**src/sv/ordered_array_list_macros.svh**
```systemverilog
// Assertion macros for the ordered array list.
// Expects signals named clock and reset in the including scope.
`ifndef ORDERED_ARRAY_LIST_MACROS_SVH
`define ORDERED_ARRAY_LIST_MACROS_SVH

// Same-cycle implication, disabled during reset.
`define OAL_ASSERT_NOW(lbl, ante, cons, msg) \
   lbl: assert property (@(posedge clock) disable iff (reset) (ante) |-> (cons)) \
      else $error(msg);

// Next-cycle implication, disabled during reset.
`define OAL_ASSERT_NEXT(lbl, ante, cons, msg) \
   lbl: assert property (@(posedge clock) disable iff (reset) (ante) |=> (cons)) \
      else $error(msg);

`endif

```
**src/sv/oal_pkg.sv**
```systemverilog
// Shared opcodes, status codes, field widths and cell control type
// for the ordered array list. No dependencies.
`default_nettype none

package oal_pkg;

   localparam int OP_W       = 3;
   localparam int POS_W      = 8;
   localparam int VALUE_W    = 32;

   localparam int DEF_LIST_DEPTH    = 64;
   localparam int DEF_ELEMENT_WIDTH = 32;

   localparam logic [OP_W-1:0] OP_GET    = 3'd0;
   localparam logic [OP_W-1:0] OP_INSERT = 3'd1;
   localparam logic [OP_W-1:0] OP_DELETE = 3'd2;
   localparam logic [OP_W-1:0] OP_LOCATE = 3'd3;
   localparam logic [OP_W-1:0] OP_CLEAR  = 3'd4;

   localparam logic STATUS_OK  = 1'b0;
   localparam logic STATUS_ERR = 1'b1;

   typedef struct packed {
      logic sample;
      logic shift_up;
      logic shift_down;
      logic read_sel;
      logic locate;
   } cell_ctrl_type;

endpackage

`default_nettype wire

```
**src/sv/oal_cell.sv**
```systemverilog
// One list cell: holds one element, shifts with its neighbors, and
// registers its select and match results. Depends on oal_pkg.
`default_nettype none

module oal_cell
   import oal_pkg::*;
#(
   parameter int IDX   = 0,
   parameter int CNT_W = 7,
   parameter int CMP_W = 9,
   parameter int EW    = 32
) (
   input  wire logic              clock,
   input  wire cell_ctrl_type     ctrl,
   input  wire logic [CMP_W-1:0]  slot,
   input  wire logic [CNT_W-1:0]  count,
   input  wire logic [EW-1:0]     value,
   input  wire logic [EW-1:0]     left_data,
   input  wire logic [EW-1:0]     right_data,
   output logic      [EW-1:0]     data,
   output logic      [EW-1:0]     pick,
   output logic                   match
);

   logic [EW-1:0] data_ff, data_in;
   logic [EW-1:0] pick_ff, pick_in;
   logic          match_ff, match_in;
   logic          at_slot, above_slot, in_use;

   always_comb begin
      at_slot    = (slot == CMP_W'(IDX));
      above_slot = (CMP_W'(IDX) > slot);
      in_use     = ({1'b0, CMP_W'(IDX)} < {1'b0, CMP_W'(count)});

      data_in = data_ff;
      if (ctrl.shift_up) begin
         if (above_slot) begin
            data_in = left_data;
         end else if (at_slot) begin
            data_in = value;
         end
      end else if (ctrl.shift_down) begin
         if (at_slot || above_slot) begin
            data_in = right_data;
         end
      end

      pick_in  = (ctrl.read_sel && at_slot) ? data_ff : '0;
      match_in = ctrl.locate && in_use && (data_ff == value);
   end

   always_ff @(posedge clock) begin
      data_ff <= data_in;
      if (ctrl.sample) begin
         pick_ff  <= pick_in;
         match_ff <= match_in;
      end
   end

   assign data  = data_ff;
   assign pick  = pick_ff;
   assign match = match_ff;

endmodule

`default_nettype wire

```
**config.mk**
```make
export PLATFORM = sky130hd
export DESIGN_NAME = oal_cell
export DESIGN_NICKNAME = d
export VERILOG_FILES = /design/src/sv/ordered_array_list_macros.svh /design/src/sv/oal_pkg.sv /design/src/sv/oal_cell.sv
export SDC_FILE = /design/constraint.sdc
export NUM_CORES = 1
export LEC_CHECK = 0
export BUFFER_PORTS_ARGS = -buffer_cell sky130_fd_sc_hd__buf_2
export CAP_MARGIN = 30
export CORE_AREA = 3 3 97 89
export CTS_CLUSTER_SIZE = 24
export DETAILED_ROUTE_END_ITERATION = 10
export DIE_AREA = 0 0 100 92
export PLACE_DENSITY = 0.75
export SLEW_MARGIN = 10
export SYNTH_ARGS = -nofsm -noshare
export SYNTH_HDL_FRONTEND = slang
export SYNTH_SLANG_ARGS = --single-unit
```
**constraint.sdc**
```tcl
create_clock -name clock -period 2.7 [get_ports clock]
set_input_delay 0.405 -clock clock [delete_from_list [all_inputs] [get_ports clock]]
set_output_delay 0.405 -clock clock [all_outputs]
set_load 0.02 [all_outputs]
```
# After elaboration in Yosys (flattened, before gate mapping)
# Index checks and enable logic that the tools add are counted.
# W data, S select, Z words.
[word_totals] out_inout_bits=65 input_bits=118 ff_bits=65
[classes] magnitude_cmp=2 eq_ne=2 n_reduce_logical=8 muxes=5
[op_table] op="$mux W32" count=5
[op_table] op="$eq A32 B32 Y1" count=1
[op_table] op="$gt A1 B9 Y1 const A" count=1
[op_table] op="$logic_not A9 Y1" count=1
[op_table] op="$lt A1 B7 Y1 const A" count=1
[op_table] op="$reduce_bool A2 Y1" count=2
[op_table] op="$logic_and A1 B1 Y1" count=3
[op_table] op="$ne A3 B1 Y1 const B" count=1
[op_table] op="$reduce_and A3 Y1" count=1
[op_table] op="$logic_or A1 B1 Y1" count=1

# Logic depth before layout (Yosys ltp)
[logic_depth] depth_word=5 mapped_depth=5

# Least setup slack after synthesis
# OpenSTA, ideal clock, no wires.
[synth_timing] path_type="input -> register" startpoint="input port ctrl[3] (netlist bit)" endpoint="register data_ff[0], in the netlist data[0] (enable)" t_arrival_ns=2.258 required_time_ns=2.279 setup_slack_ns=0.021 n_path_buf=2 cell_stages=4 cell_sequence="clkbuf_1 > buf_2 > nor2_1 > nor2_1"
[synth_between] elab_chain_cells=2
[synth_rtl] item="start, declared" line="oal_cell.sv:14" text="input wire cell_ctrl_type ctrl,"
[synth_rtl] item="$ne A3 B1 Y1 (no source line) or $reduce_bool A2 Y1 (tied branches)"
[synth_rtl] item="$reduce_and A3 Y1 (no source line) *"
[synth_rtl] item="end signal, assigned" line="oal_cell.sv:53" text="data_ff <= data_in;"
[synth_rtl] item="end, declared" line="oal_cell.sv:25" text="logic [EW-1:0] data_ff, data_in;"
# Every way passes the cells marked *; elsewhere a longest branch is shown, timed or not.
# A chain may end at the register's enable or synchronous reset.

# Final worst setup path
[layout_timing] startpoint="input port slot[4]" endpoint="register data_ff[12], in the netlist data[12] (enable)"
[layout_between] elab_chain_cells=4
[layout_rtl] item="start, declared" line="oal_cell.sv:15" text="input wire logic [CMP_W-1:0] slot,"
[layout_rtl] item="$gt A1 B9 Y1 or $logic_not A9 Y1 (tied branches)" line="oal_cell.sv:32, oal_cell.sv:31"
[layout_rtl] item="$logic_or A1 B1 Y1" line="oal_cell.sv:43" text="if (at_slot || above_slot) begin"
[layout_rtl] item="$reduce_bool A2 Y1 (no source line)"
[layout_rtl] item="$reduce_and A3 Y1 (no source line) *"
# Marks and branches as above.

==> run_results.csv <==
group,metric,value,unit
floorplan,ios,183,
timing,finalHoldViolations,0,
timing,fin_crit_sh,57.9,%
layout,area.sequential,1950,µm²
detailed_routing,vias,2078,
layout,area_delta_synth_final,34.5,%
global_route,use_met3,5.17,%
timing,slew_headroom,47.8,%
clock_tree,cts_resized,0,
power_and_ir_drop,irDropWorstVdd,220,µV
layout,multiInputGateArea,980,µm²
place,hpwlAfterDp,5.25,mm
layout,final_cell_mix,"buf_2, edfxtp_1, and2_1, xor2_1, mux2_1",
place,dp_slack,768,ps
floorplan,rows,30,
clock_tree,cts_setup_buffers,0,
critical_path,path_max_fanout,32,
global_route,gr-usage-met1,17.3,%
critical_path,required,2680,ps
clock_tree,cts_root_buf,"clkbuf_8",
synth,syn_avg_cell_area,15.6,µm²
job,drv_cap,0,
clock_tree,clkTransAtPathRegs,70,ps
synth,syn_area,2980,µm²
timing,setup_viol,0,
detailed_routing,viasPerCell,4.63,
global_route,grt_max_degree,34,
layout,final_common_cell,"buf_2",
timing,hold_slack,347,ps
worst_hold_path,hold_path_class,"input port to flip-flop",
layout,fill_cells,710,
floorplan,die_w,100,µm
critical_path,critPathLaunchType,"input port",
timing,fmax,640,MHz
timing,fin_ws,1140,ps
timing,report.final.slew_viol_count,0,
synth,yosysSeqAreaShare,65.5,%
clock_tree,h-tree-depth,3,
critical_path,worstSetupPathType,"input port to flip-flop",
detailed_routing,dr.first_iter.drc_count,42,
layout,fin_nets,466,
clock_tree,insertion_delay,340,ps
global_route,grt_pass1_wl,10.7,mm
detailed_routing,dr.pass1.iters,4,
timing,min_period,1560,ps
timing,tightestPinTransition,783,ps
power_and_ir_drop,p_leak,1.75,nW
timing,finClkSkew,7.72,ps
power_and_ir_drop,p_per_area,520,nW/µm²
detailed_routing,drc,0,
global_route,antenna_found_initial,0,
detailed_routing,drt.antenna.violating_nets,0,
layout,layout-drive-gt1-share,48.4,%
floorplan,initial_core_util,39.1,%
clock_tree,hold_buffers,0,
timing,fin_setup_tns,0,ps
synth,yosysWarnings,0,
clock_tree,cts_buffers,9,
clock_tree,tritoncts,"built",
detailed_routing,routed_wl,7.01,mm
floorplan,dieArea,9200,µm²
critical_path,end_kind,"flip-flop",
layout,fin_area,4010,µm²
synth,synth-seq-cells,65,
timing,rsz0062_at_grt,"no",
global_route,grt.met2_usage,26.5,%
layout,fin_util,52.6,%
place,io_buffers,150,
clock_tree,cts_sinks,65,
synth,syn_nets,309,
critical_path,arrival,1540,ps
outcome,status,"finished clean",
global_route,grt_overflow,0,
synth,ys_types,18,
global_route,busiest_layer,"met2",
global_route,grt_pass1_vias,2178,
place,post_dp_cell_area,3830,µm²
place,gp_congestion,0.721,
synth,syn_inst,191,
floorplan,die_h,92,µm
clock_tree,cts.path.max_buffers,2,
floorplan,core_area,7620,µm²
global_route,gr-usage-all-layers,15.3,%
detailed_routing,wl_per_cell,15.6,µm
layout,num_antenna_cells,0,
==> layout make-up <==
class	count	area share [%]
inverters	1	0.0937
clock buffers	12	3.37
multi-input cells	118	24.4
clock inverters	4	1.09
repair buffers	153	19.3
well taps	96	3.00
flip-flops and latches	65	48.7
==> cells in the mapped netlist <==
master	number	area share, %
nand2_1	1	0.13
nand3_1	2	0.34
buf_2	3	0.50
nor2_4	1	0.38
nor4_1	8	1.7
nor3_1	4	0.67
edfxtp_1	65	65
clkbuf_1	1	0.13
and2_1	32	6.7
nor2_1	3	0.38
nand4_1	2	0.42
mux2_1	29	11
mux2_2	3	1.1
nor4_2	1	0.42
buf_6	3	1.1
xor2_1	31	9.1
xnor2_1	1	0.29
inv_1	1	0.13
==> critical path, cell delays in order <==
cell and delay (ps):
buf_2 100, nor4_2 250, nand3_1 220, nor2_4 150
buf_4 400
==> registers in the layout (all words and copies together), names as in the netlist <==
signal  cells
data       32
match       1
pick       32
==> through the flow <==
step	total power (W)	cells
after floorplan	0.00123	191
after global placement	0.00133	433
after detailed placement	0.00134	433
after CTS	0.00212	449
after global routing	0.00218	449
final	0.00209	449
==> final timing paths <==
kind | from | endpoint | slack, ps | cells after the start
worst max register to register | data[12] | match | 1150 | 4
worst min-delay path | right_data[23] | data[23] | 350 | 2
worst min register to register | data[10] | pick[10] | 600 | 1
worst max-delay path | slot[4] | data[12] | 1140 | 5
==> report_power, final <==
group          switching, W  internal [W]  leakage [nW]  total (W)
Clock              0.000351      0.000421        0.0918   0.000773
Combinational     0.0000913     0.0000923          1.01   0.000184
Sequential       0.00000348       0.00113         0.642    0.00113
Total              0.000446       0.00164          1.75    0.00209
==> routing by layer <==
| layer | routed length [µm] | share of wire [%] |
|---|---|---|
| met5 | 0 | 0 |
| met3 | 643 | 9.2 |
| met1 | 2820 | 40 |
| met2 | 3430 | 49 |
| met4 | 117 | 1.7 |
==> cell families (layout without fill, tap and decap cells) <==
logic type | count (synthesis) | after routing | share of synthesized area (%)
muxes | 32 | 32 | 12.1
and+or+nand+nor | 54 | 54 | 11.1
buffers and inverters | 8 | 170 | 1.89
xor gates and xnor gates | 32 | 32 | 9.40
DFF | 65 | 65 | 65.5
Note: power is estimated with default switching activity, not from simulation.
